<file path="src/sv/iigad_pkg.sv">
`timescale 1ns / 1ps
// ----------------------------------------------------------------------------
// iigad_pkg
// Shared types and constants of the IMU impact and gyro anomaly detector.
// ----------------------------------------------------------------------------
package iigad_pkg;

  localparam int SAMPLE_W  = 16;
  localparam int ABS_W     = SAMPLE_W + 1;
  localparam int SQ_W      = 2 * SAMPLE_W - 1;
  localparam int MAG_W     = 2 * SAMPLE_W;
  localparam int RUN_W     = 8;
  localparam int HOLDOFF_W = 9;
  localparam int CFG_IDX_W = 2;
  localparam int CFG_W     = 16;

  localparam logic [HOLDOFF_W-1:0] HOLDOFF_SAMPLES = 9'd400;
  localparam logic [RUN_W-1:0]     RUN_MAX         = '1;

  localparam logic [CFG_IDX_W-1:0] CFG_IMPACT_THR  = 2'd0;
  localparam logic [CFG_IDX_W-1:0] CFG_GYRO_THR    = 2'd1;
  localparam logic [CFG_IDX_W-1:0] CFG_CONSEC_NEED = 2'd2;

  localparam logic [15:0] IMPACT_THR_RST  = 16'd16384;
  localparam logic [15:0] GYRO_THR_RST    = 16'd12800;
  localparam logic [7:0]  CONSEC_NEED_RST = 8'd2;

  localparam logic [1:0] AXIS_X = 2'd0;
  localparam logic [1:0] AXIS_Y = 2'd1;
  localparam logic [1:0] AXIS_Z = 2'd2;

  typedef struct packed {
    logic [SQ_W-1:0] sq_x;
    logic [SQ_W-1:0] sq_y;
    logic [SQ_W-1:0] sq_z;
    logic            gyro_over;
    logic [1:0]      peak_axis;
  } feat_t;

endpackage

</file>
<file path="src/sv/iigad_in_if.sv">
`timescale 1ns / 1ps
// ----------------------------------------------------------------------------
// iigad_in_if
// Sample channel: one IMU sample per transfer.
// ----------------------------------------------------------------------------
interface iigad_in_if;
  logic                                   valid;
  logic                                   ready;
  logic signed [iigad_pkg::SAMPLE_W-1:0] accel_x;
  logic signed [iigad_pkg::SAMPLE_W-1:0] accel_y;
  logic signed [iigad_pkg::SAMPLE_W-1:0] accel_z;
  logic signed [iigad_pkg::SAMPLE_W-1:0] rate_x;
  logic signed [iigad_pkg::SAMPLE_W-1:0] rate_y;
  logic signed [iigad_pkg::SAMPLE_W-1:0] rate_z;
  logic                                   armed;

  modport source (output valid, accel_x, accel_y, accel_z, rate_x, rate_y, rate_z, armed,
                  input ready);
  modport sink (input valid, accel_x, accel_y, accel_z, rate_x, rate_y, rate_z, armed,
                output ready);
endinterface

</file>
<file path="src/sv/iigad_out_if.sv">
`timescale 1ns / 1ps
// ----------------------------------------------------------------------------
// iigad_out_if
// Result channel: alert flags and peak rate axis, one transfer per sample.
// ----------------------------------------------------------------------------
interface iigad_out_if;
  logic       valid;
  logic       ready;
  logic       impact_alert;
  logic       gyro_alert;
  logic [1:0] peak_axis;

  modport source (output valid, impact_alert, gyro_alert, peak_axis, input ready);
  modport sink (input valid, impact_alert, gyro_alert, peak_axis, output ready);
endinterface

</file>
<file path="src/sv/iigad_feature.sv">
`timescale 1ns / 1ps
// ----------------------------------------------------------------------------
// iigad_feature
// Per-sample features: squared acceleration axes, peak rate axis and the
// per-axis rate threshold test.
// ----------------------------------------------------------------------------
module iigad_feature (
  input  logic signed [iigad_pkg::SAMPLE_W-1:0] accel_x,
  input  logic signed [iigad_pkg::SAMPLE_W-1:0] accel_y,
  input  logic signed [iigad_pkg::SAMPLE_W-1:0] accel_z,
  input  logic signed [iigad_pkg::SAMPLE_W-1:0] rate_x,
  input  logic signed [iigad_pkg::SAMPLE_W-1:0] rate_y,
  input  logic signed [iigad_pkg::SAMPLE_W-1:0] rate_z,
  input  logic [15:0]                            gyro_threshold,
  output iigad_pkg::feat_t                       feat
);

  function automatic logic [iigad_pkg::ABS_W-1:0] abs_rate(
    input logic signed [iigad_pkg::SAMPLE_W-1:0] v
  );
    logic signed [iigad_pkg::ABS_W-1:0] e;
    e = {v[iigad_pkg::SAMPLE_W-1], v};
    return e[iigad_pkg::ABS_W-1] ? iigad_pkg::ABS_W'(-e) : iigad_pkg::ABS_W'(e);
  endfunction

  logic signed [iigad_pkg::MAG_W-1:0] prod_x;
  logic signed [iigad_pkg::MAG_W-1:0] prod_y;
  logic signed [iigad_pkg::MAG_W-1:0] prod_z;
  logic [iigad_pkg::ABS_W-1:0]        abs_x;
  logic [iigad_pkg::ABS_W-1:0]        abs_y;
  logic [iigad_pkg::ABS_W-1:0]        abs_z;
  logic [iigad_pkg::ABS_W-1:0]        peak_val;
  logic [1:0]                         peak_axis;

  assign prod_x = iigad_pkg::MAG_W'(accel_x) * iigad_pkg::MAG_W'(accel_x);
  assign prod_y = iigad_pkg::MAG_W'(accel_y) * iigad_pkg::MAG_W'(accel_y);
  assign prod_z = iigad_pkg::MAG_W'(accel_z) * iigad_pkg::MAG_W'(accel_z);

  assign abs_x = abs_rate(rate_x);
  assign abs_y = abs_rate(rate_y);
  assign abs_z = abs_rate(rate_z);

  // Ties keep the lower axis.
  always_comb begin
    peak_val  = abs_x;
    peak_axis = iigad_pkg::AXIS_X;
    if (abs_y > peak_val) begin
      peak_val  = abs_y;
      peak_axis = iigad_pkg::AXIS_Y;
    end
    if (abs_z > peak_val) begin
      peak_val  = abs_z;
      peak_axis = iigad_pkg::AXIS_Z;
    end
  end

  always_comb begin
    feat.sq_x      = prod_x[iigad_pkg::SQ_W-1:0];
    feat.sq_y      = prod_y[iigad_pkg::SQ_W-1:0];
    feat.sq_z      = prod_z[iigad_pkg::SQ_W-1:0];
    feat.gyro_over = peak_val > {1'b0, gyro_threshold};
    feat.peak_axis = peak_axis;
  end

endmodule

</file>
<file path="src/sv/imu_impact_gyro_anomaly_detector.sv">
`timescale 1ns / 1ps
// ----------------------------------------------------------------------------
// imu_impact_gyro_anomaly_detector
// Debounced impact and gyro rate alerts with a gyro alert holdoff.
//
// The sample channel carries three acceleration axes, three rate axes and the
// armed flag; the result channel returns one item per sample with the impact
// alert, the gyro alert and the axis of the largest absolute rate.
// Thresholds and the run length are written on the cfg port while idle.
// A sample passes an input register, a feature register holding the squared
// accelerations and the rate test, and the result register, where the run
// counters, the impact latch and the holdoff counter are updated.
// One sample is taken per cycle while the receiver keeps up; the update of
// the detection state at the result register, once per sample, sets that
// rate.
// Every stage has its own valid bit, so an empty stage takes a sample even
// while a result waits; when the receiver stalls the stages fill and then the
// sample channel deasserts ready.
// Reset empties the pipeline, clears all detection state and restores the
// register defaults.
// ----------------------------------------------------------------------------
module imu_impact_gyro_anomaly_detector (
  input  logic                             clk,
  input  logic                             rst_n,
  iigad_in_if.sink                         in_if,
  iigad_out_if.source                      out_if,
  input  logic                             cfg_we,
  input  logic [iigad_pkg::CFG_IDX_W-1:0] cfg_index,
  input  logic [iigad_pkg::CFG_W-1:0]     cfg_wdata
);

  logic [15:0] impact_thr_r;
  logic [15:0] gyro_thr_r;
  logic [7:0]  consec_need_r;
  logic [iigad_pkg::MAG_W-1:0] thr_sq_r;

  logic s1_valid_r;
  logic signed [iigad_pkg::SAMPLE_W-1:0] s1_ax_r, s1_ay_r, s1_az_r;
  logic signed [iigad_pkg::SAMPLE_W-1:0] s1_rx_r, s1_ry_r, s1_rz_r;
  logic s1_armed_r;

  logic              s2_valid_r;
  iigad_pkg::feat_t  s2_feat_r;
  logic              s2_armed_r;
  iigad_pkg::feat_t  feat;

  logic       out_valid_r;
  logic       out_impact_r, out_impact_nxt;
  logic       out_gyro_r, out_gyro_nxt;
  logic [1:0] out_peak_r;

  logic [iigad_pkg::RUN_W-1:0]     impact_run_r, impact_run_nxt;
  logic                            impact_latched_r, impact_latched_nxt;
  logic [iigad_pkg::RUN_W-1:0]     gyro_run_r, gyro_run_nxt;
  logic [iigad_pkg::HOLDOFF_W-1:0] gyro_holdoff_r, gyro_holdoff_nxt;

  logic out_free, s2_ready, s1_ready, state_step;
  logic [iigad_pkg::MAG_W-1:0]     mag_sq;
  logic                            impact_over;
  logic [iigad_pkg::RUN_W-1:0]     impact_inc, gyro_inc;
  logic [iigad_pkg::HOLDOFF_W-1:0] holdoff_dec;

  assign out_free   = !out_valid_r || out_if.ready;
  assign s2_ready   = !s2_valid_r || out_free;
  assign s1_ready   = !s1_valid_r || s2_ready;
  assign state_step = out_free && s2_valid_r;

  assign in_if.ready         = s1_ready;
  assign out_if.valid        = out_valid_r;
  assign out_if.impact_alert = out_impact_r;
  assign out_if.gyro_alert   = out_gyro_r;
  assign out_if.peak_axis    = out_peak_r;

  always_ff @(posedge clk) begin
    if (!rst_n) begin
      impact_thr_r  <= iigad_pkg::IMPACT_THR_RST;
      gyro_thr_r    <= iigad_pkg::GYRO_THR_RST;
      consec_need_r <= iigad_pkg::CONSEC_NEED_RST;
    end else if (cfg_we) begin
      case (cfg_index)
        iigad_pkg::CFG_IMPACT_THR:  impact_thr_r  <= cfg_wdata;
        iigad_pkg::CFG_GYRO_THR:    gyro_thr_r    <= cfg_wdata;
        iigad_pkg::CFG_CONSEC_NEED: consec_need_r <= cfg_wdata[7:0];
        default: ;
      endcase
    end
  end

  always_ff @(posedge clk) begin
    thr_sq_r <= iigad_pkg::MAG_W'(impact_thr_r) * iigad_pkg::MAG_W'(impact_thr_r);
  end

  always_ff @(posedge clk) begin
    if (!rst_n) begin
      s1_valid_r <= 1'b0;
    end else if (s1_ready) begin
      s1_valid_r <= in_if.valid;
    end
  end

  always_ff @(posedge clk) begin
    if (s1_ready && in_if.valid) begin
      s1_ax_r    <= in_if.accel_x;
      s1_ay_r    <= in_if.accel_y;
      s1_az_r    <= in_if.accel_z;
      s1_rx_r    <= in_if.rate_x;
      s1_ry_r    <= in_if.rate_y;
      s1_rz_r    <= in_if.rate_z;
      s1_armed_r <= in_if.armed;
    end
  end

  iigad_feature u_feature (
    .accel_x        (s1_ax_r),
    .accel_y        (s1_ay_r),
    .accel_z        (s1_az_r),
    .rate_x         (s1_rx_r),
    .rate_y         (s1_ry_r),
    .rate_z         (s1_rz_r),
    .gyro_threshold (gyro_thr_r),
    .feat           (feat)
  );

  always_ff @(posedge clk) begin
    if (!rst_n) begin
      s2_valid_r <= 1'b0;
    end else if (s2_ready) begin
      s2_valid_r <= s1_valid_r;
    end
  end

  always_ff @(posedge clk) begin
    if (s2_ready && s1_valid_r) begin
      s2_feat_r  <= feat;
      s2_armed_r <= s1_armed_r;
    end
  end

  assign mag_sq = iigad_pkg::MAG_W'(s2_feat_r.sq_x) + iigad_pkg::MAG_W'(s2_feat_r.sq_y)
                + iigad_pkg::MAG_W'(s2_feat_r.sq_z);
  assign impact_over = mag_sq > thr_sq_r;
  assign impact_inc  = (impact_run_r == iigad_pkg::RUN_MAX) ? impact_run_r
                     : impact_run_r + iigad_pkg::RUN_W'(1);
  assign gyro_inc    = (gyro_run_r == iigad_pkg::RUN_MAX) ? gyro_run_r
                     : gyro_run_r + iigad_pkg::RUN_W'(1);
  assign holdoff_dec = (gyro_holdoff_r != '0) ? gyro_holdoff_r - iigad_pkg::HOLDOFF_W'(1)
                                              : gyro_holdoff_r;

  always_comb begin
    impact_run_nxt     = impact_run_r;
    impact_latched_nxt = impact_latched_r;
    gyro_run_nxt       = gyro_run_r;
    gyro_holdoff_nxt   = gyro_holdoff_r;
    out_impact_nxt     = 1'b0;
    out_gyro_nxt       = 1'b0;
    if (!s2_armed_r) begin
      impact_run_nxt     = '0;
      impact_latched_nxt = 1'b0;
      gyro_run_nxt       = '0;
      gyro_holdoff_nxt   = '0;
    end else begin
      if (impact_over) begin
        impact_run_nxt = impact_inc;
        if (impact_inc >= consec_need_r && !impact_latched_r) begin
          impact_latched_nxt = 1'b1;
          out_impact_nxt     = 1'b1;
        end
      end else begin
        impact_run_nxt = '0;
      end
      gyro_holdoff_nxt = holdoff_dec;
      if (s2_feat_r.gyro_over) begin
        if (gyro_inc >= consec_need_r && holdoff_dec == '0) begin
          out_gyro_nxt     = 1'b1;
          gyro_run_nxt     = '0;
          gyro_holdoff_nxt = iigad_pkg::HOLDOFF_SAMPLES;
        end else begin
          gyro_run_nxt = gyro_inc;
        end
      end else begin
        gyro_run_nxt = '0;
      end
    end
  end

  always_ff @(posedge clk) begin
    if (!rst_n) begin
      out_valid_r      <= 1'b0;
      impact_run_r     <= '0;
      impact_latched_r <= 1'b0;
      gyro_run_r       <= '0;
      gyro_holdoff_r   <= '0;
    end else begin
      if (out_free) begin
        out_valid_r <= s2_valid_r;
      end
      if (state_step) begin
        impact_run_r     <= impact_run_nxt;
        impact_latched_r <= impact_latched_nxt;
        gyro_run_r       <= gyro_run_nxt;
        gyro_holdoff_r   <= gyro_holdoff_nxt;
      end
    end
  end

  always_ff @(posedge clk) begin
    if (state_step) begin
      out_impact_r <= out_impact_nxt;
      out_gyro_r   <= out_gyro_nxt;
      out_peak_r   <= s2_feat_r.peak_axis;
    end
  end

  // An impact alert on the result always leaves the latch set behind it.
  a_impact_latched: assert property (@(posedge clk) disable iff (!rst_n)
    out_if.valid && out_if.impact_alert |-> impact_latched_r)
    else $error("impact alert without latch");

  // A gyro alert restarts the holdoff and clears the run.
  a_gyro_holdoff_load: assert property (@(posedge clk) disable iff (!rst_n)
    out_if.valid && out_if.gyro_alert |->
      gyro_holdoff_r == iigad_pkg::HOLDOFF_SAMPLES && gyro_run_r == '0)
    else $error("gyro alert did not load holdoff");

  a_holdoff_bound: assert property (@(posedge clk) disable iff (!rst_n)
    gyro_holdoff_r <= iigad_pkg::HOLDOFF_SAMPLES)
    else $error("gyro holdoff above its load value");

  // Detection state moves only when a result is loaded.
  a_state_hold: assert property (@(posedge clk) disable iff (!rst_n)
    !state_step |=> $stable(impact_latched_r) && $stable(gyro_holdoff_r))
    else $error("detection state changed without a result");

  a_peak_axis: assert property (@(posedge clk) disable iff (!rst_n)
    out_if.valid |-> out_if.peak_axis != 2'd3)
    else $error("peak axis out of range");

endmodule

</file>
<file path="src/flat_wrapper.sv">
// flat-port wrapper written by rule: the top's interface ports become plain ports
module imu_impact_gyro_anomaly_detector_flat 
  (clk, rst_n, cfg_we, cfg_index, cfg_wdata, in_if_valid, in_if_accel_x, in_if_accel_y, in_if_accel_z, in_if_rate_x, in_if_rate_y, in_if_rate_z, in_if_armed, in_if_ready, out_if_valid, out_if_impact_alert, out_if_gyro_alert, out_if_peak_axis, out_if_ready);
  iigad_in_if in_if_i ();
  iigad_out_if out_if_i ();
  input  logic clk;
  input  logic rst_n;
  input  logic cfg_we;
  input  logic [iigad_pkg::CFG_IDX_W-1:0] cfg_index;
  input  logic [iigad_pkg::CFG_W-1:0] cfg_wdata;
  input wire logic [$bits(in_if_i.valid)-1:0] in_if_valid;
  input wire logic [$bits(in_if_i.accel_x)-1:0] in_if_accel_x;
  input wire logic [$bits(in_if_i.accel_y)-1:0] in_if_accel_y;
  input wire logic [$bits(in_if_i.accel_z)-1:0] in_if_accel_z;
  input wire logic [$bits(in_if_i.rate_x)-1:0] in_if_rate_x;
  input wire logic [$bits(in_if_i.rate_y)-1:0] in_if_rate_y;
  input wire logic [$bits(in_if_i.rate_z)-1:0] in_if_rate_z;
  input wire logic [$bits(in_if_i.armed)-1:0] in_if_armed;
  output wire logic [$bits(in_if_i.ready)-1:0] in_if_ready;
  output wire logic [$bits(out_if_i.valid)-1:0] out_if_valid;
  output wire logic [$bits(out_if_i.impact_alert)-1:0] out_if_impact_alert;
  output wire logic [$bits(out_if_i.gyro_alert)-1:0] out_if_gyro_alert;
  output wire logic [$bits(out_if_i.peak_axis)-1:0] out_if_peak_axis;
  input wire logic [$bits(out_if_i.ready)-1:0] out_if_ready;
  assign in_if_i.valid = in_if_valid;
  assign in_if_i.accel_x = in_if_accel_x;
  assign in_if_i.accel_y = in_if_accel_y;
  assign in_if_i.accel_z = in_if_accel_z;
  assign in_if_i.rate_x = in_if_rate_x;
  assign in_if_i.rate_y = in_if_rate_y;
  assign in_if_i.rate_z = in_if_rate_z;
  assign in_if_i.armed = in_if_armed;
  assign in_if_ready = in_if_i.ready;
  assign out_if_valid = out_if_i.valid;
  assign out_if_impact_alert = out_if_i.impact_alert;
  assign out_if_gyro_alert = out_if_i.gyro_alert;
  assign out_if_peak_axis = out_if_i.peak_axis;
  assign out_if_i.ready = out_if_ready;
  imu_impact_gyro_anomaly_detector u_core (.clk(clk), .rst_n(rst_n), .in_if(in_if_i), .out_if(out_if_i), .cfg_we(cfg_we), .cfg_index(cfg_index), .cfg_wdata(cfg_wdata));
endmodule
</file>
<file path="config.mk">
export PLATFORM = sky130hd
export DESIGN_NAME = imu_impact_gyro_anomaly_detector_flat
export DESIGN_NICKNAME = d
export VERILOG_FILES = /design/src/sv/iigad_pkg.sv /design/src/sv/iigad_in_if.sv /design/src/sv/iigad_out_if.sv /design/src/sv/iigad_feature.sv /design/src/sv/imu_impact_gyro_anomaly_detector.sv /design/src/flat_wrapper.sv
export SDC_FILE = /design/constraint.sdc
export NUM_CORES = 2
export LEC_CHECK = 0
export BUFFER_PORTS_ARGS = -buffer_cell sky130_fd_sc_hd__buf_2
export CAP_MARGIN = 20
export CELL_PAD_IN_SITES_DETAIL_PLACEMENT = 1
export CELL_PAD_IN_SITES_GLOBAL_PLACEMENT = 2
export CORE_UTILIZATION = 43
export CTS_CLUSTER_DIAMETER = 40
export CTS_CLUSTER_SIZE = 16
export DETAILED_ROUTE_END_ITERATION = 16
export GPL_TIMING_DRIVEN = 0
export HOLD_SLACK_MARGIN = 0.08
export PLACE_DENSITY_LB_ADDON = 0.05
export SLEW_MARGIN = 20
export SYNTH_ARGS = -nofsm -noshare
export SYNTH_HDL_FRONTEND = slang
export SYNTH_SLANG_ARGS = --single-unit
</file>
<file path="constraint.sdc">
create_clock -name clk -period 10.85 [get_ports clk]
set_input_delay 0.5425 -clock clk [delete_from_list [all_inputs] [get_ports clk]]
set_output_delay 0.5425 -clock clk [all_outputs]
set_load 0.01 [all_outputs]
</file>
==> metrics.cfg <==
[status]
status = complete, no violations

[critical_path]
slowest_stage = or4_1
r2r_end = u_core.s2_feat_r[2]
endpoint_kind = flop
worstPathArrival_ns = 9.36
r2r_start = u_core.s1_rx_r[4]
startpoint_type = flop
cp.required_ns = 11.09
r2r_cells = 36
cpPeakStageDelay_ns = 0.59
critPathMaxFanout = 10
critPathKind = flop to flop
cp_common_cell = o21a_1
r2r_slack_ns = 1.74

[synthesis]
synthAdderAreaFrac_pct = 49.66
synthDistinctLibCells = 84
synth_xor_area_share_pct = 4.163
synth_top_flop_cell = edfxtp_1
synth_compound_area_share_pct = 7.229
yosysWarningCount = 0
synth-simple-area-share_pct = 10.89
synth_seq_cells = 295
async_reset_ff_share_pct = 0
syn_area_per_cell_um2 = 9.831
synth_edf_count = 195
synth_mux_area_share_pct = 0.9782
synth_cells = 4879
syn-cell-area_um2 = 47960
synth_top_family_by_area = adder cells
ys_seq_area_share_pct = 16.38

[floorplanning]
rows = 122
start_util_pct = 43.34
die_x_um = 336.0
die_h_um = 336.0
die_area_um2 = 112900
core_area_um2 = 110700
ios = 126

[hold_path]
min_path_type = input pin to flop
holdPathStages = 3
holdCritStartpoint = cfg_wdata[12]
min_to = u_core.gyro_thr_r[12]

[sta]
finalCritPeriodShare_pct = 83.99
grt_setup_unrepaired = false
relSlewSlack_pct = 35.47
setup_violations = 0
finalCriticalPeriod_ns = 9.112
finalHoldViolations = 0
tightestPinTransition_ns = 0.9605
clock_skew_ns = 0.02488
fin_ws_ns = 1.738
max_freq_ghz = 0.1097
slew_viol_final = 0

[routing]
drt-pass1-iter-count = 5
drt-total-wl_mm = 125.5
postRouteAntennaNets = 0
vias = 33033
drc_errors = 0
wl_per_cell_um = 18.64
via_per_inst = 4.908
drt_iter0_drc = 992

[placement]
finalWeightedCongestion = 0.8519
dp.cells = 6508
post-dp-hpwl_mm = 106.2
numPortBuffers = 125
dpl_worst_slack_ns = 1.711

[clocking]
clock_sinks = 295
clock_latency_ns = 0.65
cts-root-buf = clkbuf_16
cts_max_level = 3
cts_resized = 0
postCtsSetupBuffers = 0
cts_tree = built
cts_max_path_buffers = 3
path_clk_slew_ns = 0.05
holdBufCountCts = 97
cts_made_buffers = 68

[grt]
grt_pass1_vias = 37621
grt_max_degree = 26
antenna_found_initial = 4
grt_use_total_pct = 23.59
overflow = 0
grt_pass1_wl_mm = 204.9

[layout]
layout-drive-gt1-share_pct = 5.741
fin_cells = 6731
layout_commonest_cell = inv_1
mostFrequentLayoutCells = 1,249 x inv_1, 893 x fa_1, 475 x ha_1
layout.filler_cells = 12453
area_delta_synth_final_pct = 13.14
layout.nets = 6675
seqCellArea_um2 = 7858
diodes = 0
multiInputGateArea_um2 = 35040

[run]
cap_violations = 0

critical path: cells and delay by family, from the launching register on:
kind	cells	cell delay (ns)
xor gates and xnor gates	1	0.19
DFF	1	0.43
AOI/OAI and AO/OA	20	3.57
adders and majority gates	3	0.89
and+or+nand+nor	5	1.75
muxes	2	0.64
buffers and inverters	5	1.21
registers in the layout, indices dropped and copies added (netlist names):
name and flops:
u_core.impact_latched_r 1, u_core.impact_thr_r 16, u_core.s1_valid_r 1, u_core.s1_rz_r 16, u_core.s1_ry_r 16, u_core.impact_run_r 8, u_core.s2_armed_r 1, u_core.consec_need_r 8
u_core.s1_rx_r 16, u_core.s2_feat_r 93, u_core.out_if.gyro_alert 1, u_core.s2_valid_r 1, u_core.s1_armed_r 1, u_core.out_if.impact_alert 1, u_core.gyro_holdoff_r 9, u_core.out_if.peak_axis 2
u_core.s1_ay_r 16, u_core.out_if.valid 1, u_core.s1_ax_r 16, u_core.thr_sq_r 31, u_core.s1_az_r 16, u_core.gyro_thr_r 16, u_core.gyro_run_r 8
layer usage:
metal	vias to the layer above	wire length, um	global-route usage (%)
met5	-	11	0
met4	2	2992	5.897
met3	149	3464	2.964
met2	371	62350	40.83
met1	16863	56640	31.24
li1	15648	-	-
metrics by stage:
stage	utilization (%)	TNS (ns)	area (um2)	hold slack, ns
final	49.04	0	54270	0.1651
after global routing	49.04	0	54270	0.1409
after CTS	49.04	0	54270	0.1096
after detailed placement	45.89	0	50790	0.4116
after global placement	45.60	-131.19	50470	0.4059
after floorplan	-	0	47980	0.3976
how the worst max path moves through the flow:
stage,startpoint,to,slack (ns),depth (start not counted)
6_report,u_core.s1_rx_r[4],u_core.s2_feat_r[2],1.74,36
5_1_grt,u_core.s1_rx_r[4],u_core.s2_feat_r[2],1.14,36
4_1_cts,u_core.s1_rx_r[4],u_core.s2_feat_r[2],1.67,36
3_5_place_dp,u_core.s1_rx_r[4],u_core.s2_feat_r[2],1.71,36
3_3_place_gp,out_if_ready,u_core.s2_feat_r[20],-1.42,3
2_1_floorplan,u_core.s1_rx_r[4],u_core.s2_feat_r[2],2.69,33
cell type report:
cell class	instances	area share, %
Sequential cell	295	14.48
Multi-Input combinational cell	3226	64.58
Inverter	1253	8.667
Clock buffer	83	3.491
Tap cell	1488	3.431
Buffer	110	0.7678
Clock inverter	43	1.125
Timing Repair Buffer	233	3.463
cell usage after synthesis (all sizes together) (24+ instances only):
cell	count	share of area, %
fa	893	37
and2	214	2.8
or3	24	0.32
nand2b	45	0.59
nor2	166	1.3
o21ai	86	0.90
nand2	384	3.0
xnor2	150	2.7
clkbuf	104	0.81
o21a	37	0.58
inv	1252	9.8
dfxtp	100	4.2
ha	475	12
nor3	29	0.30
edfxtp	195	12
a21boi	36	0.56
nand3	48	0.53
xor2	78	1.4
a21oi	147	1.5
mux2i	30	0.63
nor2b	45	0.59
a21o	90	1.4
logic make-up (layout without fill, tap and decap cells):
kind of cell | after synthesis | after routing
other | 2 | 7
adders and majority gates | 1368 | 1368
buffers and inverters | 1363 | 1722
xor gates and xnor gates | 228 | 228
DFF | 295 | 295
and+or+nand+nor | 1051 | 1051
AOI/OAI and AO/OA | 527 | 527
muxes | 45 | 45
Power is left out: the tool's default activity adds up to more than one toggle a clock period on the data nets, which glitch-free logic cannot reach.
